$ cat src/hw/rtl/voxel_ray_traversal_assert.svh
// Assertion macros used by the voxel ray traversal controller.
`ifndef VOXEL_RAY_TRAVERSAL_ASSERT_SVH
`define VOXEL_RAY_TRAVERSAL_ASSERT_SVH

// Same-cycle implication, sampled on clk and held off during reset.
`define VRT_ASSERT_IMP(name, ante, cons) \
  name: assert property (@(posedge clk) disable iff (!rst_n) (ante) |-> (cons)) \
    else $error("voxel ray traversal assertion failed");

// Next-cycle implication, sampled on clk and held off during reset.
`define VRT_ASSERT_NXT(name, ante, cons) \
  name: assert property (@(posedge clk) disable iff (!rst_n) (ante) |=> (cons)) \
    else $error("voxel ray traversal assertion failed");

`endif

$ cat src/hw/rtl/vrt_pkg.sv
// Shared types, constants and command structures of the voxel ray traversal block.
package vrt_pkg;

  localparam int unsigned MAX_RUN_DEF    = 64;
  localparam int unsigned INDEX_BITS_DEF = 24;

  localparam int unsigned CFG_W     = 24;
  localparam int unsigned CFG_IDX_W = 3;
  localparam int unsigned COORD_W   = 32;
  localparam int unsigned VOX_W     = 24;
  localparam int unsigned EXT_W     = 32;
  localparam int unsigned DIFF_W    = 33;
  localparam int unsigned MAG_W     = 33;
  localparam int unsigned OPND_W    = 34;
  localparam int unsigned PROD_W    = 68;
  localparam int unsigned SUM_W     = 66;
  localparam int unsigned LEN_W     = 33;
  localparam int unsigned OFF_W     = 26;
  localparam int unsigned PT_W      = 34;
  localparam int unsigned SC_W      = 42;
  localparam int unsigned SCI_W     = 26;
  localparam int unsigned R_W       = 43;
  localparam int unsigned T_W       = 40;
  localparam int unsigned TOT_W     = 28;
  localparam int unsigned DIV_NW    = 58;
  localparam int unsigned DIV_DW    = 43;

  localparam logic [T_W-1:0]    T_MAX      = '1;
  localparam logic [DIV_NW-1:0] TD_NUM     = DIV_NW'(1) << 48;
  localparam logic [1:0]        DIR_NONE   = 2'b00;
  localparam logic [1:0]        DIR_POS    = 2'b01;
  localparam logic [1:0]        DIR_NEG    = 2'b11;
  localparam logic [1:0]        AX_FIRST   = 2'd0;
  localparam logic [1:0]        AX_LAST    = 2'd2;

  localparam logic [CFG_W-1:0] VOXEL_SCALE_RST = 24'd1310720;
  localparam logic [CFG_W-1:0] TRUNC_DIST_RST  = 24'd6554;
  localparam logic [CFG_W-1:0] MAX_RAY_LEN_RST = 24'd327680;
  localparam logic             CARVING_ON_RST  = 1'b0;
  localparam logic             FROM_ORIGIN_RST = 1'b1;

  typedef enum logic [CFG_IDX_W-1:0] {
    CFG_VOXEL_SCALE,
    CFG_TRUNC_DIST,
    CFG_MAX_RAY_LEN,
    CFG_CARVING_ON,
    CFG_FROM_ORIGIN
  } cfg_idx_t;

  typedef enum logic [4:0] {
    ST_IDLE,
    ST_SQ_MUL,
    ST_SQ_ACC,
    ST_SQRT_GO,
    ST_SQRT_WAIT,
    ST_K,
    ST_OFF_MUL,
    ST_OFF_DIV,
    ST_OFF_WAIT,
    ST_SC_MUL_S,
    ST_SC_MUL_E,
    ST_SC_STORE,
    ST_SC_AXIS,
    ST_TN_GO,
    ST_TN_WAIT,
    ST_TD_GO,
    ST_TD_WAIT,
    ST_RUN_GO,
    ST_RUN
  } state_t;

  typedef enum logic [1:0] {MUL_SQ, MUL_OFF, MUL_S, MUL_E} mul_sel_t;
  typedef enum logic [1:0] {DIV_OFF, DIV_TN, DIV_TD} div_sel_t;

  typedef struct packed {
    logic       load;
    logic       sq_acc;
    logic       sqrt_start;
    logic       len_load;
    logic       k_load;
    mul_sel_t   mul_sel;
    logic       div_start;
    div_sel_t   div_sel;
    logic       off_store;
    logic       ss_store;
    logic       es_store;
    logic       axis_setup;
    logic       tn_store;
    logic       td_store;
    logic       run_start;
    logic       emit;
    logic [1:0] ax;
  } cmd_t;

  typedef struct packed {
    logic sqrt_busy;
    logic sqrt_done;
    logic div_busy;
    logic div_done;
    logic len_zero;
    logic r_zero;
    logic out_free;
    logic emit_last;
  } sts_t;

endpackage

$ cat src/hw/rtl/vrt_ctrl.sv
// Controller state machine that sequences ray setup and the voxel walk.
`include "voxel_ray_traversal_assert.svh"

module vrt_ctrl (
  input  logic          clk,
  input  logic          rst_n,
  input  logic          in_valid,
  output logic          in_ready,
  input  vrt_pkg::sts_t sts,
  output vrt_pkg::cmd_t cmd
);

  vrt_pkg::state_t state_r;
  vrt_pkg::state_t state_nxt;
  logic [1:0]      ax_r;
  logic [1:0]      ax_nxt;
  logic            ax_last;

  assign ax_last = (ax_r == vrt_pkg::AX_LAST);

  always_ff @(posedge clk) begin
    if (!rst_n) begin
      state_r <= vrt_pkg::ST_IDLE;
      ax_r    <= vrt_pkg::AX_FIRST;
    end else begin
      state_r <= state_nxt;
      ax_r    <= ax_nxt;
    end
  end

  always_comb begin
    state_nxt   = state_r;
    ax_nxt      = ax_r;
    in_ready    = 1'b0;
    cmd         = '0;
    cmd.ax      = ax_r;
    cmd.mul_sel = vrt_pkg::MUL_SQ;
    cmd.div_sel = vrt_pkg::DIV_OFF;
    case (state_r)
      vrt_pkg::ST_IDLE: begin
        in_ready = 1'b1;
        if (in_valid) begin
          cmd.load  = 1'b1;
          ax_nxt    = vrt_pkg::AX_FIRST;
          state_nxt = vrt_pkg::ST_SQ_MUL;
        end
      end
      vrt_pkg::ST_SQ_MUL: begin
        cmd.mul_sel = vrt_pkg::MUL_SQ;
        state_nxt   = vrt_pkg::ST_SQ_ACC;
      end
      vrt_pkg::ST_SQ_ACC: begin
        cmd.sq_acc = 1'b1;
        if (ax_last) begin
          ax_nxt    = vrt_pkg::AX_FIRST;
          state_nxt = vrt_pkg::ST_SQRT_GO;
        end else begin
          ax_nxt    = ax_r + 2'd1;
          state_nxt = vrt_pkg::ST_SQ_MUL;
        end
      end
      vrt_pkg::ST_SQRT_GO: begin
        cmd.sqrt_start = 1'b1;
        state_nxt      = vrt_pkg::ST_SQRT_WAIT;
      end
      vrt_pkg::ST_SQRT_WAIT: begin
        if (sts.sqrt_done) begin
          cmd.len_load = 1'b1;
          state_nxt    = vrt_pkg::ST_K;
        end
      end
      vrt_pkg::ST_K: begin
        cmd.k_load = 1'b1;
        ax_nxt     = vrt_pkg::AX_FIRST;
        state_nxt  = vrt_pkg::ST_OFF_MUL;
      end
      vrt_pkg::ST_OFF_MUL: begin
        cmd.mul_sel = vrt_pkg::MUL_OFF;
        state_nxt   = vrt_pkg::ST_OFF_DIV;
      end
      vrt_pkg::ST_OFF_DIV: begin
        cmd.div_sel = vrt_pkg::DIV_OFF;
        if (sts.len_zero) begin
          cmd.off_store = 1'b1;
          if (ax_last) begin
            ax_nxt    = vrt_pkg::AX_FIRST;
            state_nxt = vrt_pkg::ST_SC_MUL_S;
          end else begin
            ax_nxt    = ax_r + 2'd1;
            state_nxt = vrt_pkg::ST_OFF_MUL;
          end
        end else begin
          cmd.div_start = 1'b1;
          state_nxt     = vrt_pkg::ST_OFF_WAIT;
        end
      end
      vrt_pkg::ST_OFF_WAIT: begin
        if (sts.div_done) begin
          cmd.off_store = 1'b1;
          if (ax_last) begin
            ax_nxt    = vrt_pkg::AX_FIRST;
            state_nxt = vrt_pkg::ST_SC_MUL_S;
          end else begin
            ax_nxt    = ax_r + 2'd1;
            state_nxt = vrt_pkg::ST_OFF_MUL;
          end
        end
      end
      vrt_pkg::ST_SC_MUL_S: begin
        cmd.mul_sel = vrt_pkg::MUL_S;
        state_nxt   = vrt_pkg::ST_SC_MUL_E;
      end
      vrt_pkg::ST_SC_MUL_E: begin
        cmd.mul_sel  = vrt_pkg::MUL_E;
        cmd.ss_store = 1'b1;
        state_nxt    = vrt_pkg::ST_SC_STORE;
      end
      vrt_pkg::ST_SC_STORE: begin
        cmd.es_store = 1'b1;
        state_nxt    = vrt_pkg::ST_SC_AXIS;
      end
      vrt_pkg::ST_SC_AXIS: begin
        cmd.axis_setup = 1'b1;
        if (!sts.r_zero) begin
          state_nxt = vrt_pkg::ST_TN_GO;
        end else if (ax_last) begin
          state_nxt = vrt_pkg::ST_RUN_GO;
        end else begin
          ax_nxt    = ax_r + 2'd1;
          state_nxt = vrt_pkg::ST_SC_MUL_S;
        end
      end
      vrt_pkg::ST_TN_GO: begin
        cmd.div_sel   = vrt_pkg::DIV_TN;
        cmd.div_start = 1'b1;
        state_nxt     = vrt_pkg::ST_TN_WAIT;
      end
      vrt_pkg::ST_TN_WAIT: begin
        if (sts.div_done) begin
          cmd.tn_store = 1'b1;
          state_nxt    = vrt_pkg::ST_TD_GO;
        end
      end
      vrt_pkg::ST_TD_GO: begin
        cmd.div_sel   = vrt_pkg::DIV_TD;
        cmd.div_start = 1'b1;
        state_nxt     = vrt_pkg::ST_TD_WAIT;
      end
      vrt_pkg::ST_TD_WAIT: begin
        if (sts.div_done) begin
          cmd.td_store = 1'b1;
          if (ax_last) begin
            state_nxt = vrt_pkg::ST_RUN_GO;
          end else begin
            ax_nxt    = ax_r + 2'd1;
            state_nxt = vrt_pkg::ST_SC_MUL_S;
          end
        end
      end
      vrt_pkg::ST_RUN_GO: begin
        cmd.run_start = 1'b1;
        state_nxt     = vrt_pkg::ST_RUN;
      end
      vrt_pkg::ST_RUN: begin
        if (sts.out_free) begin
          cmd.emit = 1'b1;
          if (sts.emit_last) begin
            state_nxt = vrt_pkg::ST_IDLE;
          end
        end
      end
      default: begin
        state_nxt = vrt_pkg::ST_IDLE;
      end
    endcase
  end

  `VRT_ASSERT_IMP(a_div_idle, cmd.div_start, !sts.div_busy)
  `VRT_ASSERT_IMP(a_sqrt_idle, cmd.sqrt_start, !sts.sqrt_busy)
  `VRT_ASSERT_IMP(a_emit_room, cmd.emit, sts.out_free)
  `VRT_ASSERT_NXT(a_tn_runs, state_r == vrt_pkg::ST_TN_GO, sts.div_busy && !in_ready)

endmodule

$ cat config.mk
export PLATFORM = sky130hd
export DESIGN_NAME = vrt_ctrl
export DESIGN_NICKNAME = d
export VERILOG_FILES = /design/src/hw/rtl/vrt_pkg.sv /design/src/hw/rtl/vrt_ctrl.sv
export VERILOG_INCLUDE_DIRS = /design/src /design/src/hw/rtl
export SDC_FILE = /design/constraint.sdc
export NUM_CORES = 1
export LEC_CHECK = 0
export ABC_CLOCK_PERIOD_IN_PS = 2100
export BUFFER_PORTS_ARGS = -buffer_cell sky130_fd_sc_hd__buf_2
export CAP_MARGIN = 20
export CORE_MARGIN = 1.5
export CORE_UTILIZATION = 35
export DETAILED_ROUTE_END_ITERATION = 10
export GPL_TIMING_DRIVEN = 0
export PLACE_DENSITY = 0.59
export SLEW_MARGIN = 20
export SYNTH_ARGS = -nofsm -noshare
export SYNTH_HDL_FRONTEND = slang
export SYNTH_SLANG_ARGS = --single-unit
export TNS_END_PERCENT = 30
$ cat constraint.sdc
create_clock -name clk -period 2.1 [get_ports clk]
set_input_delay 0.21 -clock clk [delete_from_list [all_inputs] [get_ports clk]]
set_output_delay 0.21 -clock clk [all_outputs]
set_load 0.02 [all_outputs]
After elaboration in Yosys (flattened, before gate mapping)

Cells that the tools add are included.

Bits in read-only memories: 0
Flip-flop bits (word level): 7
Bits in writable memories: 0
Memories: 0
Output and inout bits: 21
Latch bits: 0
Input bits: 11

Multipliers: 0
Muxes and demuxes: 43
$lt $le $gt $ge: 0
Bitwise logic cells: 0
Divide/modulo/power cells: 0
Reductions and logical operators: 4
Eq/ne operators: 28
Shifts and indexed selects: 0
$add $sub $neg: 1

Operators with widths:

| cell                                           | count |
|---|---|
| one-hot mux 5 bit (19 select lines)            | 1 |
| 2-to-1 mux 5 bit                               | 9 |
| == test 5 x 4 -> 1 bit (second input constant) | 8 |
| == test 5 x 3 -> 1 bit (second input constant) | 4 |
| 2-to-1 mux 1 bit                               | 19 |
| inequality test 2 bit (second input constant)  | 9 |
| 2-to-1 mux 2 bit                               | 8 |
| == test 5 bit (second input constant)          | 3 |
| one-hot mux 2 bit (7 select lines)             | 1 |
| == test 5 x 2 -> 1 bit (second input constant) | 2 |
| one-hot mux 3 bit (3 select lines)             | 1 |
| 2-to-1 mux 4 bit                               | 2 |
| AND reduction 7 bit                            | 1 |
| nonzero test 7 bit                             | 1 |
| one-hot mux 2 bit (3 select lines)             | 1 |
| AND reduction 6 bit                            | 1 |
| == test 5 x 1 -> 1 bit (second input constant) | 1 |
| zero test 5 bit                                | 1 |
| adder 2 x 1 -> 2 bit (second input constant)   | 1 |
| == test 2 bit (second input constant)          | 1 |
| one-hot mux 1 bit (2 select lines)             | 1 |

Logic depth before layout (Yosys ltp)

Gate-level depths: netlist of run 1.

Word-level depth: 4
Depth in mapped cells: 8

Least setup slack after synthesis of run 1

Ideal clock, no wire load.

Path type: flip-flop to flip-flop
Start point: register ax_r[0]
End point: register ax_r[0]
Cell stages (with the launch flop): 9
Arrival time: 1.691 ns
Setup slack: 0.287 ns
Clock period less this slack: 1.813 ns
Cells stage by stage: dfxtp_1 > inv_1 > ha_1 > buf_1 > nor3_1 > o21a_1 > a211oi_1 > o21ai_0 > o311a_1

Word-level cells in the longest chain between the ends: 4

Ends and longest elaborated chain:

| what                                                  | line           | source |
|---|---|---|
| start, declared                                       | vrt_ctrl.sv:15 | `logic [1:0] ax_r;` |
| start signal, assigned                                | vrt_ctrl.sv:24 | `ax_r <= vrt_pkg::AX_FIRST;` |
| start signal, assigned                                | vrt_ctrl.sv:27 | `ax_r <= ax_nxt;` |
| adder 2 x 1 -> 2 bit or == test 2 bit (tied branches) | n/a            |  |
| 2-to-1 mux 2 bit (on tied branches) (2 in a row)      | n/a            |  |
| one-hot mux 2 bit (7 select lines) *                  | vrt_ctrl.sv:39 | `case (state_r)` |

Mark *: on every way between the ends. The rest lies on a longest branch, timed or not. The select of a mux whose other input is x is not followed.
A chain may end at the register's enable or synchronous reset.

Worst setup path in the final report of run 1

Start point: register state_r[4]
End point: register state_r[3]

Word-level cells in the longest chain between the ends: 3

Ends and longest elaborated chain:

| what                                           | line           | source |
|---|---|---|
| start, declared                                | vrt_ctrl.sv:13 | `vrt_pkg::state_t state_r;` |
| start signal, assigned                         | vrt_ctrl.sv:23 | `state_r <= vrt_pkg::ST_IDLE;` |
| start signal, assigned                         | vrt_ctrl.sv:26 | `state_r <= state_nxt;` |
| == test 5 x 3 -> 1 bit (tied with other cells) | vrt_ctrl.sv:39 |  |
| inequality test 2 bit (no line)                | n/a            |  |
| AND reduction 7 bit (no line)                  | n/a            |  |

Parallel ways exist; a longest one is shown, timed or not.

==> flow_results.xml, run 1 <==
<?xml version="1.0" encoding="UTF-8"?>
<metrics>
  <group name="sta">
    <metric name="max_freq" unit="MHz">497</metric>
    <metric name="final_min_period_over_clock_period" unit="%">95.8</metric>
    <metric name="setup_violations" unit="">0</metric>
    <metric name="totalNegativeSetupSlack" unit="ps">0</metric>
    <metric name="max_slew.worst_pin.slew" unit="ps">504</metric>
    <metric name="skew" unit="ps">2.72</metric>
    <metric name="unrepaired_setup_endpoints_after_global_routing" unit="">no</metric>
    <metric name="finalMaxSlewViolations" unit="">0</metric>
    <metric name="finalWorstPathRequiredPeriod" unit="ps">2010</metric>
    <metric name="finalHoldViolCount" unit="">0</metric>
    <metric name="slew_headroom" unit="%">66.2</metric>
    <metric name="fin_hold_ws" unit="ps">260</metric>
  </group>
  <group name="route">
    <metric name="antenna_left" unit="">0</metric>
    <metric name="route.detailed.wl_per_inst" unit="um">14.2</metric>
    <metric name="post-route-drc-count" unit="">0</metric>
    <metric name="num_vias" unit="">1196</metric>
    <metric name="drt-vias-per-instance" unit="">5.81</metric>
    <metric name="dr.first_iter.drc_count" unit="">53</metric>
    <metric name="detail_route.first_pass.iterations" unit="">4</metric>
    <metric name="totalWireLength" unit="mm">2.94</metric>
  </group>
  <group name="floorplan">
    <metric name="placement_rows" unit="">19</metric>
    <metric name="die_w" unit="um">56.4</metric>
    <metric name="floorplan.initialDensity" unit="%">36.6</metric>
    <metric name="die-area" unit="sq um">3190</metric>
    <metric name="ioPinCount" unit="">32</metric>
    <metric name="core_area" unit="sq um">2730</metric>
    <metric name="height_of_the_die" unit="um">56.4</metric>
  </group>
  <group name="logic_synthesis">
    <metric name="synthFlopType" unit="">dfxtp_1</metric>
    <metric name="syn_area" unit="sq um">1000</metric>
    <metric name="synth-seq-area-share" unit="%">14.0</metric>
    <metric name="yosysWarnings" unit="">0</metric>
    <metric name="net_count_after_synthesis" unit="">157</metric>
    <metric name="post_synth_inst_count" unit="">142</metric>
    <metric name="yosys_register_bits" unit="">7</metric>
    <metric name="number_of_enable_type_register_cells_in_the_synthesized_netlist" unit="">0</metric>
    <metric name="synth_top_area_cell" unit="">dfxtp_1</metric>
    <metric name="asyncSetResetFlopFracSynth" unit="%">0</metric>
    <metric name="postSynthAreaPerCell" unit="sq um">7.04</metric>
    <metric name="synth_largest_type_area_fraction" unit="%">14.0</metric>
    <metric name="ys_types" unit="">50</metric>
    <metric name="synthTopCellsByArea" unit="">dfxtp_1, nor2_1, ha_1</metric>
  </group>
  <group name="cts">
    <metric name="cts_made_buffers" unit="">3</metric>
    <metric name="cts.path.max_buffers" unit="">2</metric>
    <metric name="clock_insertion_delay_worst_skew" unit="ps">240</metric>
    <metric name="clkTransAtPathRegs" unit="ps">50</metric>
    <metric name="cts_tree" unit="">built</metric>
    <metric name="post_cts_buffers" unit="">0</metric>
    <metric name="cell_at_the_root_of_the_clock_tree" unit="">clkbuf_4</metric>
    <metric name="cts_sinks" unit="">7</metric>
    <metric name="htree_levels" unit="">1</metric>
  </group>
  <group name="grt">
    <metric name="grt_first_pass_wirelength" unit="mm">4.57</metric>
    <metric name="number_of_global_route_vias_before_repair" unit="">949</metric>
    <metric name="initial_antenna_violation_count" unit="">0</metric>
    <metric name="grt_overflow_total" unit="">0</metric>
    <metric name="grtUsageTotal" unit="%">18.2</metric>
    <metric name="maximum_number_of_pins_on_one_net_before_global_route_repair" unit="">11</metric>
  </group>
  <group name="setup_path">
    <metric name="crit_fanout" unit="">10</metric>
    <metric name="critical_path.startpoint_type" unit="">flip-flop</metric>
    <metric name="critPathArrivalTime" unit="ps">2120</metric>
    <metric name="crit_path_end_kind" unit="">flip-flop</metric>
    <metric name="critical_path.reg2reg.endpoint" unit="">state_r[3]$_SDFFE_PN0P_</metric>
    <metric name="reg2reg_depth" unit="">7</metric>
    <metric name="r2r_setup_slack" unit="ps">90</metric>
    <metric name="critPathKind" unit="">reg2reg</metric>
    <metric name="worst_r2r_startpoint" unit="">state_r[4]$_SDFFE_PN0P_</metric>
    <metric name="timing.critical_path.required" unit="ps">2210</metric>
  </group>
  <group name="pwr">
    <metric name="power-per-cell-area" unit="nW/um^2">419</metric>
    <metric name="leakage" unit="nW">0.549</metric>
    <metric name="vdd_drop_max" unit="mV">0.501</metric>
  </group>
  <group name="cells_and_area">
    <metric name="final_layout_size_suffix_gt1_share" unit="%">30.9</metric>
    <metric name="layout.nets" unit="">191</metric>
    <metric name="areaGrowthSynthToFinish" unit="%">21.8</metric>
    <metric name="antenna_cells_inserted" unit="">0</metric>
  </group>
  <group name="run">
    <metric name="max-cap-violations" unit="">0</metric>
  </group>
  <group name="min_path">
    <metric name="hold_class" unit="">in2reg</metric>
    <metric name="hold_start" unit="">rst_n</metric>
    <metric name="timing.hold.worst_path_depth" unit="">2</metric>
    <metric name="destination_of_the_worst_hold_path" unit="">ax_r[1]$_SDFFE_PN0P_</metric>
  </group>
  <group name="placement">
    <metric name="place_congestion" unit="">0.876</metric>
    <metric name="port-buffer-count" unit="">29</metric>
    <metric name="hpwlAfterDp" unit="mm">2.31</metric>
  </group>
  <group name="outcome">
    <metric name="result_of_the_run" unit="">finished, final reports clean</metric>
  </group>
</metrics>
final cells by class:
cell class,count,area (sq um)
Sequential cell,7,140
Fill cell,294,1520
Inverter,6,22.5
Timing Repair Buffer,29,145
Clock buffer,4,26.3
Tap cell,31,38.8
Multi-Input combinational cell,115,762
Buffer,14,82.6
through the flow:
stage | utilization, % | instance area, sq um | instances | setup WS [ps] | total power [mW]
2_1_floorplan | - | 1000 | 142 | 287 | 0.324
3_3_place_gp | 43.3 | 1180 | 202 | 117 | 0.386
3_5_place_dp | 43.3 | 1180 | 202 | 71.3 | 0.390
4_1_cts | 44.3 | 1210 | 206 | 54.0 | 0.514
5_1_grt | 44.5 | 1220 | 206 | 5.45 | 0.555
6_report | 44.5 | 1220 | 206 | 88.9 | 0.510
how the worst max path moves through the flow:
stage,slack [ps],cells after the start,end,start
2_1_floorplan,290,8,ax_r[0]$_SDFFE_PN0P_,ax_r[0]$_SDFFE_PN0P_
3_3_place_gp,120,7,state_r[3]$_SDFFE_PN0P_,state_r[4]$_SDFFE_PN0P_
3_5_place_dp,70,8,ax_r[0]$_SDFFE_PN0P_,ax_r[0]$_SDFFE_PN0P_
4_1_cts,50,8,ax_r[0]$_SDFFE_PN0P_,ax_r[0]$_SDFFE_PN0P_
5_1_grt,5,7,state_r[3]$_SDFFE_PN0P_,state_r[4]$_SDFFE_PN0P_
6_report,90,7,state_r[3]$_SDFFE_PN0P_,state_r[4]$_SDFFE_PN0P_
timing repair:
item,4_1_cts,5_1_grt
hold buffers,0,0
endpoints found under the hold margin,0,0
endpoints found under the setup margin,0,3
resized for setup,0,2
registers in the layout (all words and copies together) (netlist names):
register and flops:
ax_r 2, state_r 5
cell families after synthesis:
logic type,count (synthesis),share of synthesized area [%]
flops,7,14.0
xor+xnor,4,3.51
fa+ha+maj,4,5.01
mux,1,1.00
simple gates,71,39.6
compound gates,35,26.4
buf+inv,20,10.5
layer usage:
metal | track usage (%) | part of all wire (%) | vias to the layer above | wire length, um
li1 | - | - | 582 | -
met2 | 28.1 | 48 | 59 | 1420
met5 | 0 | 0 | - | 0
met3 | 4.61 | 8.7 | 0 | 255
met1 | 25.8 | 43 | 555 | 1260
met4 | 3.06 | 0 | 0 | 0
power breakdown:
part	switching [mW]	total, mW	leakage (nW)	internal, mW
clock network	0.0450	0.117	0.0150	0.0722
registers	0.00860	0.152	0.0572	0.144
logic	0.146	0.241	0.477	0.0948
worst max-delay path: stages, from the launching register on:
cell and delay, ps:
dfxtp_1 310, buf_2 190, buf_2 240, nand3b_1 240, o31ai_1 100, a22o_1 240, nor4_1 420, o22ai_1 150
Yosys cell counts, types with 2 or more instances:
library cell	count
a21oi_1	4
a32o_1	3
and3_1	2
buf_2	9
buf_4	3
dfxtp_1	7
ha_1	4
inv_1	6
nand2_1	10
nand2b_1	6
nand3b_1	4
nor2_1	19
nor2b_1	3
nor3_1	7
nor4_1	3
nor4b_1	2
o21ai_0	8
o22ai_1	4
o311a_1	2
or3_1	2
or3b_1	2
or3b_2	2
xnor2_1	2
xor2_1	2
cells in the final DEF, fill, tap and decap left out, types with 2 or more instances in the layout:
cell type   n
or3_1       2
o311a_1     2
buf_2      38
nor2b_1     3
o22ai_1     4
a32o_1      3
nor4b_1     2
nor4_1      3
and3_1      2
dfxtp_1     7
nor2_1     19
xor2_1      2
ha_1        4
inv_1       6
a21oi_1     4
a211oi_2    2
clkbuf_4    3
nand2b_1    6
nand3b_1    4
o21ai_0     8
buf_4       3
nand2_1    10
nor3_1      7
or3b_2      2
xnor2_1     2
Power figures use the tool's default switching activity.
==> inputs of run 2 (changes only) <==
Settings changed: CORE_MARGIN 1.5 to 10, MAX_ROUTING_LAYER set to met4.
==> run 2 against run 1 <==
  * Utilization increased by 0.50 points
  * Sequential share of layout area decreased by 0.13 points
  * Clock skew decreased by 0.53 ps
  * First-iteration DRC count increased by 45%
  * Final cell count unchanged
==> flow_results.xml, run 2 (same netlist as run 1, synthesis figures left out) <==
<?xml version="1.0" encoding="UTF-8"?>
<metrics>
  <group name="outcome">
    <metric name="result_of_the_run" unit="">finished, final reports clean</metric>
  </group>
  <group name="floorplan">
    <metric name="die-area" unit="sq um">5390</metric>
    <metric name="height_of_the_die" unit="um">73.4</metric>
    <metric name="die_w" unit="um">73.4</metric>
    <metric name="ioPinCount" unit="">32</metric>
    <metric name="placement_rows" unit="">19</metric>
    <metric name="floorplan.initialDensity" unit="%">36.6</metric>
    <metric name="core_area" unit="sq um">2730</metric>
  </group>
  <group name="route">
    <metric name="totalWireLength" unit="mm">3.34</metric>
    <metric name="antenna_left" unit="">0</metric>
    <metric name="dr.first_iter.drc_count" unit="">77</metric>
    <metric name="detail_route.first_pass.iterations" unit="">4</metric>
    <metric name="num_vias" unit="">1199</metric>
    <metric name="drt-vias-per-instance" unit="">5.82</metric>
    <metric name="route.detailed.wl_per_inst" unit="um">16.2</metric>
    <metric name="post-route-drc-count" unit="">0</metric>
  </group>
  <group name="placement">
    <metric name="preCtsSetupSlack" unit="ps">90.6</metric>
    <metric name="port-buffer-count" unit="">29</metric>
    <metric name="placed_cells_incl_taps" unit="">202</metric>
    <metric name="hpwlAfterDp" unit="mm">2.62</metric>
    <metric name="place_congestion" unit="">0.852</metric>
  </group>
  <group name="cells_and_area">
    <metric name="layout.nets" unit="">191</metric>
    <metric name="final_common_cell" unit="">buf_2</metric>
    <metric name="areaGrowthSynthToFinish" unit="%">23.2</metric>
    <metric name="final_layout_size_suffix_gt1_share" unit="%">32.0</metric>
    <metric name="max_flop_register" unit="">state_r</metric>
    <metric name="commonest_cells_after_routing_fill_and_taps_aside" unit="">buf_2, nor2_1, nand2_1</metric>
    <metric name="top_regs" unit="">state_r (5), ax_r (2)</metric>
    <metric name="antenna_cells_inserted" unit="">0</metric>
    <metric name="flip_flop_count_of_the_largest_register_all_copies_and_words_added" unit="">5</metric>
    <metric name="fin_cells" unit="">206</metric>
  </group>
  <group name="cts">
    <metric name="cell_at_the_root_of_the_clock_tree" unit="">clkbuf_4</metric>
    <metric name="post_cts_buffers" unit="">0</metric>
    <metric name="cts.path.max_buffers" unit="">2</metric>
    <metric name="clock_insertion_delay_worst_skew" unit="ps">250</metric>
    <metric name="cts_made_buffers" unit="">3</metric>
    <metric name="cts_sinks" unit="">7</metric>
    <metric name="htree_levels" unit="">1</metric>
    <metric name="cts_tree" unit="">built</metric>
    <metric name="clkTransAtPathRegs" unit="ps">50</metric>
  </group>
  <group name="setup_path">
    <metric name="critPathArrivalTime" unit="ps">1800</metric>
    <metric name="timing.critical_path.required" unit="ps">1890</metric>
    <metric name="crit_fanout" unit="">10</metric>
    <metric name="critPathKind" unit="">reg2out</metric>
    <metric name="crit_path_end_kind" unit="">primary output</metric>
    <metric name="critical_path.startpoint_type" unit="">flip-flop</metric>
  </group>
  <group name="pwr">
    <metric name="power.clock.fraction" unit="%">23.1</metric>
    <metric name="power_report.internal_total" unit="mW">0.313</metric>
    <metric name="leakage" unit="nW">0.554</metric>
    <metric name="vdd_drop_max" unit="mV">0.476</metric>
    <metric name="power-per-cell-area" unit="nW/um^2">423</metric>
    <metric name="net_load_switching_power" unit="mW">0.208</metric>
    <metric name="swShare" unit="%">39.9</metric>
    <metric name="power.total" unit="mW">0.521</metric>
    <metric name="seq_power_share" unit="%">29.4</metric>
    <metric name="pwr-share-comb" unit="%">47.6</metric>
  </group>
  <group name="sta">
    <metric name="fin_hold_ws" unit="ps">259</metric>
    <metric name="slew_headroom" unit="%">64.3</metric>
    <metric name="finalMaxSlewViolations" unit="">0</metric>
    <metric name="skew" unit="ps">2.18</metric>
    <metric name="totalNegativeSetupSlack" unit="ps">0</metric>
    <metric name="final_min_period_over_clock_period" unit="%">95.7</metric>
    <metric name="finalWorstPathRequiredPeriod" unit="ps">2010</metric>
    <metric name="setup_violations" unit="">0</metric>
    <metric name="max_freq" unit="MHz">497</metric>
    <metric name="max_slew.worst_pin.slew" unit="ps">531</metric>
    <metric name="final_critical_path_setup_slack" unit="ps">89.9</metric>
    <metric name="finalHoldViolCount" unit="">0</metric>
  </group>
  <group name="grt">
    <metric name="grtUsageTotal" unit="%">12.3</metric>
    <metric name="grt_overflow_total" unit="">0</metric>
    <metric name="maximum_number_of_pins_on_one_net_before_global_route_repair" unit="">11</metric>
    <metric name="initial_antenna_violation_count" unit="">0</metric>
    <metric name="grt_first_pass_wirelength" unit="mm">5.36</metric>
    <metric name="number_of_global_route_vias_before_repair" unit="">1131</metric>
  </group>
  <group name="min_path">
    <metric name="hold_class" unit="">in2reg</metric>
  </group>
  <group name="run">
    <metric name="max-cap-violations" unit="">0</metric>
  </group>
</metrics>
==> run 2: cell type report <==
class / count / area, sq um
Multi-Input combinational cell: 115 / 768
Timing Repair Buffer: 29 / 148
Sequential cell: 7 / 140
Tap cell: 31 / 38.8
Clock buffer: 4 / 26.3
Buffer: 14 / 87.6
Inverter: 6 / 22.5
Fill cell: 294 / 1500
==> run 2: power by group through the flow <==
stage               registers [mW]  clock network (mW)  logic (mW)
detailed placement           0.155                   0       0.238
global placement             0.155                   0       0.232
CTS                          0.152               0.126       0.240
global route                 0.155               0.135       0.272
floorplan                    0.160                   0       0.164
finish                       0.153               0.120       0.248
==> run 2: path summary, 6_finish.rpt <==
path	from	endpoint	slack, ps	cells past startpoint
worst min register to register	ax_r[1]$_SDFFE_PN0P_	ax_r[1]$_SDFFE_PN0P_	710	3
worst max-delay path	state_r[0]$_SDFFE_PN0P_	cmd[12]	90	5
worst max register to register	state_r[4]$_SDFFE_PN0P_	state_r[3]$_SDFFE_PN0P_	150	7
worst min-delay path	rst_n	ax_r[0]$_SDFFE_PN0P_	260	2
==> run 2: repair_timing <==
| action | in CTS | in global routing |
|---|---|---|
| gates resized for setup | 0 | 6 |
| hold buffers | 0 | 0 |
| setup endpoints to repair | 0 | 4 |
==> run 2: metal layers <==
layer,global-route usage (%),up-vias,wire length (um)
met5,-,-,0
met4,2.48,0,0
met3,3.23,0,231
met2,20.0,40,1620
met1,14.9,575,1500
li1,-,584,-
==> run 2: stage by stage <==
step,util [%],instance area (sq um)
finish,45.0,1230
global route,45.0,1230
CTS,44.3,1210
detailed placement,43.3,1180
global placement,43.3,1180
floorplan,-,1000
==> run 2: worst max-delay path, cell delays in order, from the launching register on <==
cell	delay, ps
dfxtp_1	350
buf_6	150
or3b_4	400
or3_1	380
o21ai_0	100
buf_4	170
